==> config.mk <==
export PLATFORM = sky130hd
export DESIGN_NAME = bounded_deque_with_value_removal_flat
export DESIGN_NICKNAME = d
export VERILOG_FILES = /design/src/rtl/bdq_pkg.sv /design/src/rtl/bdq_if.sv /design/src/rtl/bdq_ctrl.sv /design/src/rtl/bdq_dp.sv /design/src/rtl/bounded_deque_with_value_removal.sv /design/src/flat_wrapper.sv
export VERILOG_INCLUDE_DIRS = /design/src /design/src/rtl
export SDC_FILE = /design/constraint.sdc
export NUM_CORES = 1
export LEC_CHECK = 0
export BUFFER_PORTS_ARGS = -buffer_cell sky130_fd_sc_hd__buf_2
export CAP_MARGIN = 10
export CORE_MARGIN = 5
export CORE_UTILIZATION = 25
export DETAILED_ROUTE_END_ITERATION = 8
export SYNTH_ARGS = -nofsm -noshare
export SYNTH_HDL_FRONTEND = slang
export SYNTH_HIERARCHICAL = 1
export SYNTH_SLANG_ARGS = --single-unit
==> constraint.sdc <==
create_clock -name i_clk -period 6.8 [get_ports i_clk]
set_clock_uncertainty 0.2 [all_clocks]
set_input_delay 0.68 -clock i_clk [delete_from_list [all_inputs] [get_ports i_clk]]
set_output_delay 0.68 -clock i_clk [all_outputs]
set_load 0.005 [all_outputs]
==> src/rtl/bounded_deque_with_value_removal_macros.svh <==
// Assertion macros for the bounded deque block.
// Used by the top level only; no other dependencies.
`ifndef BOUNDED_DEQUE_WITH_VALUE_REMOVAL_MACROS_SVH
`define BOUNDED_DEQUE_WITH_VALUE_REMOVAL_MACROS_SVH

// Same-cycle implication, disabled while reset is held
`define BDQ_ASSERT_IMPL(lbl, clk, rst_n, ante, cons) \
    lbl: assert property (@(posedge clk) disable iff (!rst_n) (ante) |-> (cons)) \
        else $error("bdq assertion failed");

// Next-cycle implication, disabled while reset is held
`define BDQ_ASSERT_NEXT(lbl, clk, rst_n, ante, cons) \
    lbl: assert property (@(posedge clk) disable iff (!rst_n) (ante) |=> (cons)) \
        else $error("bdq assertion failed");

`endif

==> src/rtl/bdq_pkg.sv <==
// Shared constants, types and helper functions for the bounded deque.
// No dependencies; the interface, controller, datapath and top files refer to it by scoped names.
`default_nettype none

package bdq_pkg;

    // Storage geometry
    localparam int DEPTH      = 16;
    localparam int DATA_WIDTH = 32;
    localparam int PTR_W      = (DEPTH > 1) ? $clog2(DEPTH) : 1;
    localparam int CNT_W      = $clog2(DEPTH + 1);

    // Fixed transaction field widths
    localparam int REQ_W     = 3;
    localparam int VALUE_W   = 32;
    localparam int POS_W     = 4;
    localparam int READ_W    = 32;
    localparam int ENTRY_W   = 5;
    localparam int STATUS_W  = 2;
    localparam int REMOVED_W = 5;

    typedef logic [PTR_W-1:0]      t_ptr;
    typedef logic [CNT_W-1:0]      t_cnt;
    typedef logic [CNT_W:0]        t_sum;
    typedef logic [DATA_WIDTH-1:0] t_word;

    // Request codes
    localparam logic [REQ_W-1:0] REQ_PUSH_FRONT = 3'd0;
    localparam logic [REQ_W-1:0] REQ_PUSH_BACK  = 3'd1;
    localparam logic [REQ_W-1:0] REQ_POP_FRONT  = 3'd2;
    localparam logic [REQ_W-1:0] REQ_POP_BACK   = 3'd3;
    localparam logic [REQ_W-1:0] REQ_READ       = 3'd4;
    localparam logic [REQ_W-1:0] REQ_REMOVE     = 3'd5;

    // Status codes
    localparam logic [STATUS_W-1:0] STAT_OK    = 2'd0;
    localparam logic [STATUS_W-1:0] STAT_FULL  = 2'd1;
    localparam logic [STATUS_W-1:0] STAT_EMPTY = 2'd2;
    localparam logic [STATUS_W-1:0] STAT_RANGE = 2'd3;

    // Controller to datapath commands
    typedef struct packed {
        logic start;   // latch request, issue first store read
        logic exec;    // complete a push, pop or read
        logic walk;    // handle one entry of a remove sweep
        logic finish;  // close a remove sweep
    } t_cmd;

    // Datapath to controller status
    typedef struct packed {
        logic new_is_remove;
        logic walk_done;
    } t_stat;

    // Ring slot at an offset from the front (offset at most the depth)
    function automatic t_ptr slot_of(input t_ptr front, input t_cnt off);
        t_sum sum;
        sum = t_sum'(front) + t_sum'(off);
        if (sum >= t_sum'(DEPTH)) begin
            sum = sum - t_sum'(DEPTH);
        end
        return t_ptr'(sum);
    endfunction

    // Ring slot before the given one
    function automatic t_ptr ptr_dec(input t_ptr p);
        t_ptr r;
        if (p == '0) begin
            r = t_ptr'(DEPTH - 1);
        end else begin
            r = p - t_ptr'(1);
        end
        return r;
    endfunction

    // Input word reduced to the stored width
    function automatic t_word to_word(input logic [VALUE_W-1:0] v);
        logic [63:0] w;
        w = 64'(v);
        return w[DATA_WIDTH-1:0];
    endfunction

    // Stored word to the read data width
    function automatic logic [READ_W-1:0] to_read(input t_word d);
        logic [63:0] w;
        w = 64'(d);
        return w[READ_W-1:0];
    endfunction

    // Count to the output count width
    function automatic logic [ENTRY_W-1:0] to_count(input t_cnt c);
        logic [31:0] w;
        w = 32'(c);
        return w[ENTRY_W-1:0];
    endfunction

endpackage

`default_nettype wire

==> src/rtl/bdq_if.sv <==
// Request and response channel interfaces for the bounded deque.
// Depends on bdq_pkg for field widths.
`default_nettype none

// Request channel
interface bdq_req_if;
    logic                          valid;
    logic                          ready;
    logic [bdq_pkg::REQ_W-1:0]     req_type;
    logic [bdq_pkg::VALUE_W-1:0]   item_value;
    logic [bdq_pkg::POS_W-1:0]     position;

    modport source (output valid, req_type, item_value, position, input ready);
    modport sink   (input valid, req_type, item_value, position, output ready);
endinterface

// Response channel
interface bdq_rsp_if;
    logic                            valid;
    logic                            ready;
    logic [bdq_pkg::READ_W-1:0]      read_data;
    logic [bdq_pkg::ENTRY_W-1:0]     entry_count;
    logic [bdq_pkg::STATUS_W-1:0]    status;
    logic [bdq_pkg::REMOVED_W-1:0]   removed_count;

    modport source (output valid, read_data, entry_count, status, removed_count,
                    input ready);
    modport sink   (input valid, read_data, entry_count, status, removed_count,
                    output ready);
endinterface

`default_nettype wire

==> src/rtl/bdq_ctrl.sv <==
// Sequencing state machine for the bounded deque.
// Depends on bdq_pkg for command and status structs.
`default_nettype none

module bdq_ctrl (
    input  wire logic           i_clk,
    input  wire logic           i_rst_n,
    input  wire logic           i_in_valid,
    input  wire logic           i_out_ready,
    input  wire bdq_pkg::t_stat i_stat,
    output logic                o_in_ready,
    output logic                o_out_valid,
    output bdq_pkg::t_cmd       o_cmd
);

    typedef enum logic [2:0] {
        ST_IDLE = 3'b001,
        ST_EXEC = 3'b010,
        ST_WALK = 3'b100
    } t_state;

    t_state r_state, n_state;
    logic   r_out_valid, n_out_valid;
    logic   w_accept;

    // Take a transaction only when the result register will be free
    assign o_in_ready  = (r_state == ST_IDLE) && (!r_out_valid || i_out_ready);
    assign w_accept    = i_in_valid && o_in_ready;
    assign o_out_valid = r_out_valid;

    // Next state and commands
    always_comb begin
        n_state = r_state;
        o_cmd   = '0;
        case (r_state)
            ST_IDLE: begin
                if (w_accept) begin
                    o_cmd.start = 1'b1;
                    n_state     = i_stat.new_is_remove ? ST_WALK : ST_EXEC;
                end
            end
            ST_EXEC: begin
                o_cmd.exec = 1'b1;
                n_state    = ST_IDLE;
            end
            ST_WALK: begin
                if (i_stat.walk_done) begin
                    o_cmd.finish = 1'b1;
                    n_state      = ST_IDLE;
                end else begin
                    o_cmd.walk = 1'b1;
                end
            end
            default: begin
                n_state = ST_IDLE;
            end
        endcase
    end

    // Result valid flag
    always_comb begin
        if (o_cmd.exec || o_cmd.finish) begin
            n_out_valid = 1'b1;
        end else if (i_out_ready) begin
            n_out_valid = 1'b0;
        end else begin
            n_out_valid = r_out_valid;
        end
    end

    always_ff @(posedge i_clk) begin
        if (!i_rst_n) begin
            r_state     <= ST_IDLE;
            r_out_valid <= 1'b0;
        end else begin
            r_state     <= n_state;
            r_out_valid <= n_out_valid;
        end
    end

endmodule

`default_nettype wire

==> src/rtl/bdq_dp.sv <==
// Datapath of the bounded deque: ring store, pointers, sweep counters, result.
// Depends on bdq_pkg for widths, codes and slot arithmetic.
`default_nettype none

module bdq_dp (
    input  wire logic                            i_clk,
    input  wire logic                            i_rst_n,
    input  wire bdq_pkg::t_cmd                   i_cmd,
    output bdq_pkg::t_stat                       o_stat,
    input  wire logic [bdq_pkg::REQ_W-1:0]       i_req_type,
    input  wire logic [bdq_pkg::VALUE_W-1:0]     i_item_value,
    input  wire logic [bdq_pkg::POS_W-1:0]       i_position,
    output logic      [bdq_pkg::READ_W-1:0]      o_read_data,
    output logic      [bdq_pkg::ENTRY_W-1:0]     o_entry_count,
    output logic      [bdq_pkg::STATUS_W-1:0]    o_status,
    output logic      [bdq_pkg::REMOVED_W-1:0]   o_removed_count
);

    // Ring store, one write and one registered read port
    bdq_pkg::t_word mem [bdq_pkg::DEPTH];
    bdq_pkg::t_word r_rdata;

    // Queue state
    bdq_pkg::t_ptr r_front, n_front;
    bdq_pkg::t_cnt r_occ, n_occ;

    // Latched request and sweep counters
    logic [bdq_pkg::REQ_W-1:0] r_req;
    bdq_pkg::t_word            r_word;
    logic [bdq_pkg::POS_W-1:0] r_pos;
    bdq_pkg::t_cnt             r_k, r_kept, r_removed;
    bdq_pkg::t_cnt             n_kept, n_removed;

    // Result registers
    logic [bdq_pkg::READ_W-1:0]    r_o_data;
    logic [bdq_pkg::ENTRY_W-1:0]   r_o_count;
    logic [bdq_pkg::STATUS_W-1:0]  r_o_status;
    logic [bdq_pkg::REMOVED_W-1:0] r_o_removed;

    // Store port signals and result values
    logic                          w_re, w_we;
    bdq_pkg::t_ptr                 w_raddr, w_waddr;
    bdq_pkg::t_word                w_wdata, w_res_data;
    bdq_pkg::t_cnt                 w_start_off;
    logic [bdq_pkg::STATUS_W-1:0]  w_res_status;
    logic                          w_full, w_empty;

    assign w_full  = (r_occ == bdq_pkg::t_cnt'(bdq_pkg::DEPTH));
    assign w_empty = (r_occ == '0);

    assign o_stat.new_is_remove = (i_req_type == bdq_pkg::REQ_REMOVE);
    assign o_stat.walk_done     = (r_k == r_occ);

    // First read offset, chosen from the incoming request
    always_comb begin
        case (i_req_type)
            bdq_pkg::REQ_POP_BACK: w_start_off = r_occ - bdq_pkg::t_cnt'(1);
            bdq_pkg::REQ_READ:     w_start_off = bdq_pkg::t_cnt'(i_position);
            default:               w_start_off = '0;
        endcase
    end

    // Read address: at acceptance, or the next entry of a sweep
    assign w_re    = i_cmd.start || i_cmd.walk;
    assign w_raddr = i_cmd.walk
                   ? bdq_pkg::slot_of(r_front, r_k + bdq_pkg::t_cnt'(1))
                   : bdq_pkg::slot_of(r_front, w_start_off);

    // Operation logic
    always_comb begin
        n_front      = r_front;
        n_occ        = r_occ;
        n_kept       = r_kept;
        n_removed    = r_removed;
        w_we         = 1'b0;
        w_waddr      = bdq_pkg::slot_of(r_front, r_kept);
        w_wdata      = r_word;
        w_res_data   = '0;
        w_res_status = bdq_pkg::STAT_OK;
        if (i_cmd.exec) begin
            case (r_req)
                bdq_pkg::REQ_PUSH_FRONT: begin
                    if (w_full) begin
                        w_res_status = bdq_pkg::STAT_FULL;
                    end else begin
                        n_front = bdq_pkg::ptr_dec(r_front);
                        w_we    = 1'b1;
                        w_waddr = bdq_pkg::ptr_dec(r_front);
                        n_occ   = r_occ + bdq_pkg::t_cnt'(1);
                    end
                end
                bdq_pkg::REQ_PUSH_BACK: begin
                    if (w_full) begin
                        w_res_status = bdq_pkg::STAT_FULL;
                    end else begin
                        w_we    = 1'b1;
                        w_waddr = bdq_pkg::slot_of(r_front, r_occ);
                        n_occ   = r_occ + bdq_pkg::t_cnt'(1);
                    end
                end
                bdq_pkg::REQ_POP_FRONT: begin
                    if (w_empty) begin
                        w_res_status = bdq_pkg::STAT_EMPTY;
                    end else begin
                        w_res_data = r_rdata;
                        n_front    = bdq_pkg::slot_of(r_front, bdq_pkg::t_cnt'(1));
                        n_occ      = r_occ - bdq_pkg::t_cnt'(1);
                    end
                end
                bdq_pkg::REQ_POP_BACK: begin
                    if (w_empty) begin
                        w_res_status = bdq_pkg::STAT_EMPTY;
                    end else begin
                        w_res_data = r_rdata;
                        n_occ      = r_occ - bdq_pkg::t_cnt'(1);
                    end
                end
                bdq_pkg::REQ_READ: begin
                    if (32'(r_pos) >= 32'(r_occ)) begin
                        w_res_status = bdq_pkg::STAT_RANGE;
                    end else begin
                        w_res_data = r_rdata;
                    end
                end
                default: begin
                    w_res_status = bdq_pkg::STAT_OK;
                end
            endcase
        end else if (i_cmd.walk) begin
            // Drop a match, otherwise move the entry down to the kept slot
            if (r_rdata == r_word) begin
                n_removed = r_removed + bdq_pkg::t_cnt'(1);
            end else begin
                w_we    = 1'b1;
                w_wdata = r_rdata;
                n_kept  = r_kept + bdq_pkg::t_cnt'(1);
            end
        end else if (i_cmd.finish) begin
            n_occ = r_kept;
        end
    end

    // Store write and registered read
    always_ff @(posedge i_clk) begin
        if (w_we) begin
            mem[w_waddr] <= w_wdata;
        end
    end

    always_ff @(posedge i_clk) begin
        if (w_re) begin
            r_rdata <= mem[w_raddr];
        end
    end

    // Queue state registers
    always_ff @(posedge i_clk) begin
        if (!i_rst_n) begin
            r_front <= '0;
            r_occ   <= '0;
        end else begin
            r_front <= n_front;
            r_occ   <= n_occ;
        end
    end

    // Request latch and sweep counters
    always_ff @(posedge i_clk) begin
        if (i_cmd.start) begin
            r_req     <= i_req_type;
            r_word    <= bdq_pkg::to_word(i_item_value);
            r_pos     <= i_position;
            r_k       <= '0;
            r_kept    <= '0;
            r_removed <= '0;
        end else if (i_cmd.walk) begin
            r_k       <= r_k + bdq_pkg::t_cnt'(1);
            r_kept    <= n_kept;
            r_removed <= n_removed;
        end
    end

    // Result register
    always_ff @(posedge i_clk) begin
        if (i_cmd.exec || i_cmd.finish) begin
            r_o_data    <= bdq_pkg::to_read(w_res_data);
            r_o_count   <= bdq_pkg::to_count(n_occ);
            r_o_status  <= w_res_status;
            r_o_removed <= i_cmd.finish ? bdq_pkg::to_count(r_removed) : '0;
        end
    end

    assign o_read_data     = r_o_data;
    assign o_entry_count   = r_o_count;
    assign o_status        = r_o_status;
    assign o_removed_count = r_o_removed;

endmodule

`default_nettype wire

==> src/rtl/bounded_deque_with_value_removal.sv <==
// Bounded deque with value removal. A transaction is accepted in the idle state;
// push, pop and read pass through the execute state, which registers their result.
// Remove-by-value sweeps the live entries through the single store read port:
// the result is registered as the sweep closes; no new transaction is taken until idle.
// Synchronous active-low reset empties the queue (front and count to zero);
// the ring store is not cleared and needs no clearing pass.
`default_nettype none
`include "bounded_deque_with_value_removal_macros.svh"

module bounded_deque_with_value_removal (
    input  wire logic i_clk,
    input  wire logic i_rst_n,
    bdq_req_if.sink   i_req,
    bdq_rsp_if.source o_rsp
);

    bdq_pkg::t_cmd  w_cmd;
    bdq_pkg::t_stat w_stat;
    logic           w_in_ready;
    logic           w_out_valid;
    logic           w_in_accept;

    // Sequencer
    bdq_ctrl u_ctrl (
        .i_clk       (i_clk),
        .i_rst_n     (i_rst_n),
        .i_in_valid  (i_req.valid),
        .i_out_ready (o_rsp.ready),
        .i_stat      (w_stat),
        .o_in_ready  (w_in_ready),
        .o_out_valid (w_out_valid),
        .o_cmd       (w_cmd)
    );

    // Store and result datapath
    bdq_dp u_dp (
        .i_clk           (i_clk),
        .i_rst_n         (i_rst_n),
        .i_cmd           (w_cmd),
        .o_stat          (w_stat),
        .i_req_type      (i_req.req_type),
        .i_item_value    (i_req.item_value),
        .i_position      (i_req.position),
        .o_read_data     (o_rsp.read_data),
        .o_entry_count   (o_rsp.entry_count),
        .o_status        (o_rsp.status),
        .o_removed_count (o_rsp.removed_count)
    );

    assign i_req.ready = w_in_ready;
    assign o_rsp.valid = w_out_valid;
    assign w_in_accept = i_req.valid && w_in_ready;

    // One transaction in flight at a time
    `BDQ_ASSERT_NEXT(a_single_flight, i_clk, i_rst_n, w_in_accept, !i_req.ready)
    // Result register is drained before work on a new transaction begins
    `BDQ_ASSERT_NEXT(a_out_drained, i_clk, i_rst_n, w_in_accept, !o_rsp.valid)
    // Reported count never exceeds capacity
    `BDQ_ASSERT_IMPL(a_count_bound, i_clk, i_rst_n, o_rsp.valid,
        32'(o_rsp.entry_count) <= 32'(bdq_pkg::DEPTH))

endmodule

`default_nettype wire
==> src/flat_wrapper.sv <==
// flat-port wrapper written by rule: the top's interface ports become plain ports
module bounded_deque_with_value_removal_flat 
  (i_clk, i_rst_n, i_req_valid, i_req_req_type, i_req_item_value, i_req_position, i_req_ready, o_rsp_valid, o_rsp_read_data, o_rsp_entry_count, o_rsp_status, o_rsp_removed_count, o_rsp_ready);
  bdq_req_if i_req_i ();
  bdq_rsp_if o_rsp_i ();
  input  wire logic i_clk;
  input  wire logic i_rst_n;
  input wire logic [$bits(i_req_i.valid)-1:0] i_req_valid;
  input wire logic [$bits(i_req_i.req_type)-1:0] i_req_req_type;
  input wire logic [$bits(i_req_i.item_value)-1:0] i_req_item_value;
  input wire logic [$bits(i_req_i.position)-1:0] i_req_position;
  output wire logic [$bits(i_req_i.ready)-1:0] i_req_ready;
  output wire logic [$bits(o_rsp_i.valid)-1:0] o_rsp_valid;
  output wire logic [$bits(o_rsp_i.read_data)-1:0] o_rsp_read_data;
  output wire logic [$bits(o_rsp_i.entry_count)-1:0] o_rsp_entry_count;
  output wire logic [$bits(o_rsp_i.status)-1:0] o_rsp_status;
  output wire logic [$bits(o_rsp_i.removed_count)-1:0] o_rsp_removed_count;
  input wire logic [$bits(o_rsp_i.ready)-1:0] o_rsp_ready;
  assign i_req_i.valid = i_req_valid;
  assign i_req_i.req_type = i_req_req_type;
  assign i_req_i.item_value = i_req_item_value;
  assign i_req_i.position = i_req_position;
  assign i_req_ready = i_req_i.ready;
  assign o_rsp_valid = o_rsp_i.valid;
  assign o_rsp_read_data = o_rsp_i.read_data;
  assign o_rsp_entry_count = o_rsp_i.entry_count;
  assign o_rsp_status = o_rsp_i.status;
  assign o_rsp_removed_count = o_rsp_i.removed_count;
  assign o_rsp_i.ready = o_rsp_ready;
  bounded_deque_with_value_removal u_core (.i_clk(i_clk), .i_rst_n(i_rst_n), .i_req(i_req_i), .o_rsp(o_rsp_i));
endmodule
* Word-level counts from Yosys, hierarchy flattened
Memory sizes are Yosys's and may differ from the RTL's. A register that Yosys moved wholly into a read port is not among the register bits. Index checks and enable logic that the tools add are counted.
Word-level totals: flip-flop bits (word level) 111, memory bits (writable) 512, input port bits 43, output and inout port bits 46, word-level logic and storage cells 123, memories kept 1
Operators by class: add/sub/neg operators 16, magnitude comparators 6, equality and inequality tests 17, muxes and demuxes 50, bitwise logic cells 2, reductions and logical operators 17
Memories:
- u_core.u_dp.mem | words 16, width 32, read ports 1, clocked after memory_dff 1, write ports 1, line bdq_dp.sv:20 | bdq_pkg::t_word mem [bdq_pkg::DEPTH];
Operator list (number):
- $mux W32 | 5
- $pmux W32 S2 | 1
- $mux W4 | 12
- $eq A32 B32 Y1 | 1
- $mux W5 | 5
- $add A4 B5 Y6 | 4
- $ge A6 B5 Y1 const B | 4
- $sub A4 B1 Y4 const B | 6
- $add A5 B1 Y5 const B | 4
- $pmux W5 S2 | 2
- $pmux W4 S2 | 2
- $mux W1 | 15
- $eq A3 B2 Y1 const B | 4
- $eq A3 B3 Y1 const B | 4
- $mux W3 | 3
- $ne A2 B2 Y1 const B | 4
- $eq A3 B1 Y1 const B | 2
- $mux W2 | 3
- $pmux W2 S3 | 1
- $pmux W3 S2 | 1
- $reduce_and A3 Y1 | 2
- $add A4 B1 Y5 const B | 1
- $eq A5 B5 Y1 | 1
- $eq A5 B5 Y1 const B | 1
- 14 further kinds | 20

* Longest topological paths before layout
depth in word-level cells 7, gate-level depth with buffers 15, mapped depth without buffers 12

* By module
The synthesis kept the hierarchy.
Modules (own cells, without submodules):
- bdq_dp | times used 1, cells an instance 1248, area each 26036.2 um^2, sequential area each 19308.5 um^2
- bdq_ctrl | times used 1, cells an instance 19, area each 209.0 um^2, sequential area each 80.1 um^2

* Worst setup path before layout
No wires, ideal clock.
path kind register -> register, from reg u_core.u_dp.r_k[2], to reg u_core.u_dp.r_rdata[11], read port of u_core.u_dp.mem, data pin, setup time 0.273 ns, arrival time 3.948 ns, data required time 6.327 ns, setup slack 2.379 ns, stages on the path, launching flop included 16, path buffers 4, period minus slack after synthesis 4.421 ns, path through dfxtp_1 -> clkbuf_1 -> xnor2_1 -> nand3_1 -> nor3_1 -> nor4b_2 -> clkbuf_1 -> a221oi_1 -> a21oi_1 -> ha_1 -> inv_1 -> fa_1 -> clkbuf_1 -> clkbuf_1 -> mux4_2 -> mux4_1
RTL lines:
- start: declaration | line bdq_dp.sv:31 | bdq_pkg::t_cnt r_k, r_kept, r_removed;
- start signal: assignment | line bdq_dp.sv:177 | r_k <= r_k + bdq_pkg::t_cnt'(1);
- end: declaration | line bdq_dp.sv:21 | bdq_pkg::t_word r_rdata;

==> out/qor.yml <==
status: "finished clean"
post_cts_resized: 0
relSlewSlack_pct: 40.0
top_layer: "met4"
cts_tree: "built"
startpoint: "u_core/u_dp/r_occ[3]$_SDFF_PN0_"
synth_cells: 1267
wl_met3_mm: 5.65
cts.clk_slew.worst_paths_ns: 0.07
grt_start_max_net_pins: 58
yosys_register_bits: 655
synth-edff-count: 627
via_count: 13084
synth_mux_area_share_pct: 16.0
power_density_nw_per_um2: 270
place_congestion: 0.796
r2r.worst_path.cells: 12
syn_avg_cell_area_um2: 20.7
crit_path_end: "u_core/u_dp/r_rdata[3]$_DFFE_PP_"
tightest_slew_ns: 0.892
grt_pass1_wl_mm: 93.7
worstHoldStart: "i_req_item_value[7]"
core_um2: 104000
r2r_slack_ns: 1.87
synth_compound_area_share_pct: 1.84
final-setup-viol-count: 0
maxCapViolations: 0
antenna_cells: 0
syn_nets: 1333
clock-sinks: 655
r2r-start: "u_core/u_dp/r_occ[3]$_SDFF_PN0_"
first_iter_violations: 1548
crit_fanout: 30
io_buffers: 88
vias_per_cell: 4.61
cts_buffers: 60
hold_slack_ns: 0.0442
synthToLayoutAreaGrowth_pct: 17.1
post-route-period-util_pct: 72.4
drive_above_1_share_pct: 28.0
die_w_um: 334
cts-root-buf: "clkbuf_16"
fin_setup_tns_ns: 0
slew_violations: 0
nets: 1475
antenna_found_initial: 2
synth-async-reset-ratio_pct: 0
placed_cell_area_um2: 28600
start_util_pct: 25.3
irDropWorstVdd_v: 0.000211
synth_top_family_by_area: "multiplexers"
start_kind: "flop"
synth_xor_area_share_pct: 2.10
period_needed_ns: 4.93
rsz0062_at_grt: "false"
grt_pass1_vias: 13149
finalHoldViolations: 0
io_pins: 89
dpl.hpwl_mm: 35.7
criticalPathCategory: "reg -> reg"
drt_wl_total_mm: 64.9
crit_arrival_ns: 5.07
clock_latency_ns: 0.65
crit_path_end_kind: "flop"
die_y_um: 334
synth_cell_types: 61
cts_buffer_depth: 3
htreeDepth: 2
ys_seq_area_share_pct: 73.9
r2r-end: "u_core/u_dp/r_rdata[3]$_DFFE_PP_"
drt-met1-wl_mm: 28.7
antenna_left: 0
drcViolationCount: 0
synth-simple-area-share_pct: 3.70
synth_fa_ha_area_share_pct: 1.18
met2_length_mm: 29.5
cp.required_ns: 6.95
fmax_mhz: 203
ys_warn_count: 6
synth-main-ff-cell: "edfxtp_1"
dieArea_um2: 112000
wl_per_cell_um: 22.9
grt.overflow.total: 0
stdcell_area_um2: 30700
power.total_w: 0.00830
power_leakage_nw: 9.99
dr.pass1.iters: 5
syn_area_um2: 26200
grt.total_usage_pct: 11.3
hold_class: "in -> reg"
fp-row-count: 118
==> worst min path at each step <==
stage / endpoint / slack, ns / depth (start not counted)
after CTS: u_core/u_dp/r_word[4]$_DFFE_PP_ / 0.01 / 1
after global routing: u_core/u_dp/r_pos[2]$_DFFE_PP_ / 0.03 / 1
after global placement: u_core/u_dp/r_removed[4]$_SDFFE_PP0P_ / 0.26 / 2
after detailed placement: u_core/u_dp/r_removed[4]$_SDFFE_PP0P_ / 0.28 / 2
final: u_core/u_dp/r_word[7]$_DFFE_PP_ / 0.04 / 1
after floorplan: u_core/u_dp/r_removed[4]$_SDFFE_PP0P_ / 0.25 / 2
==> state kept, by name, indices dropped and copies added (netlist names) <==
register                     count
u_core/u_dp/mem                512
u_core/u_dp/o_read_data         32
u_core/u_dp/r_rdata             32
u_core/u_dp/r_word              32
u_core/u_dp/o_entry_count        5
u_core/u_dp/o_removed_count      5
u_core/u_dp/r_k                  5
u_core/u_dp/r_kept               5
u_core/u_dp/r_occ                5
u_core/u_dp/r_removed            5
u_core/u_dp/r_front              4
u_core/u_dp/r_pos                4
u_core/u_ctrl/r_state            3
u_core/u_dp/r_req                3
u_core/u_dp/o_status             2
u_core/u_ctrl/o_out_valid        1
==> area by class of cell <==
cell class	count	area (um2)
Tap cell	1380	1730
Sequential cell	655	19400
Multi-Input combinational cell	533	6710
Clock buffer	73	1570
Inverter	18	67.6
Fill cell	10158	73200
Timing Repair Buffer	141	913
Clock inverter	39	349
==> what timing repair did <==
item                      in CTS  in global routing
hold endpoints to repair      20                  0
hold buffers                  20                  0
buffers inserted               0                  0
==> stage by stage <==
stage	utilization (%)	setup slack [ns]	instances
detailed placement	27.5	1.79	2707
global placement	27.5	1.87	2707
CTS	29.6	1.86	2839
global route	29.6	1.62	2839
finish	29.6	1.87	2839
floorplan	-	2.38	1267
==> layer usage <==
layer / up-vias / track usage (%)
li1: 5520 / -
met1: 6908 / 16.8
met2: 574 / 17.2
met3: 82 / 2.36
met4: 0 / 2.43
met5: - / 0
==> cells in the final DEF (no fill, tap or decap), drive strengths merged, types with 6 or more instances in the layout <==
master and instances:
nor2b 7, and2 11, buf 121, mux4 160, clkinv 30, xor2 13, dlygate4sd3 20, a21o 6
clkbuf 73, ha 20, nand2 14, and3 36, o21ai 14, mux2 37, nor2 38, inv 19
dfxtp 28, nand3 13, or3 7, a21oi 24, edfxtp 627, xnor2 49, nor3 9, mux2i 7
nand4 10
==> kinds of logic after synthesis <==
group	count (synthesis)
DFF	655
muxes	204
and+or+nand+nor	170
buffers and inverters	79
AOI/OAI and AO/OA	74
xor gates and xnor gates	62
adders and majority gates	23
==> critical path, cell delays in order (launching register included) <==
cell	delay, ns
dfxtp_1	0.57
xnor2_1	0.18
nand3_1	0.10
nor3_1	0.32
nor4b_2	0.08
buf_4	0.20
a21oi_1	0.23
ha_4	0.17
inv_1	0.06
fa_4	1.15
buf_4	0.48
mux4_2	0.36
mux4_1	0.51
==> where the power goes <==
| group | switching (W) | internal, W |
|---|---|---|
| combinational | 0.000254 | 0.000199 |
| sequential | 0.0000511 | 0.00448 |
| clock | 0.00150 | 0.00181 |
==> synth_stat cells, types with 14 or more instances <==
cell type,n,area [um2]
edfxtp_1,627,18800
mux4_2,131,2950
xnor2_1,48,420
clkbuf_1,46,173
nor2_1,38,143
and3_1,36,225
mux2_2,35,394
mux4_1,29,762
dfxtp_1,28,561
a21oi_1,24,120
ha_1,20,250
inv_1,18,67.6
nand2_1,14,52.6
(Power assumes the default switching activity.)
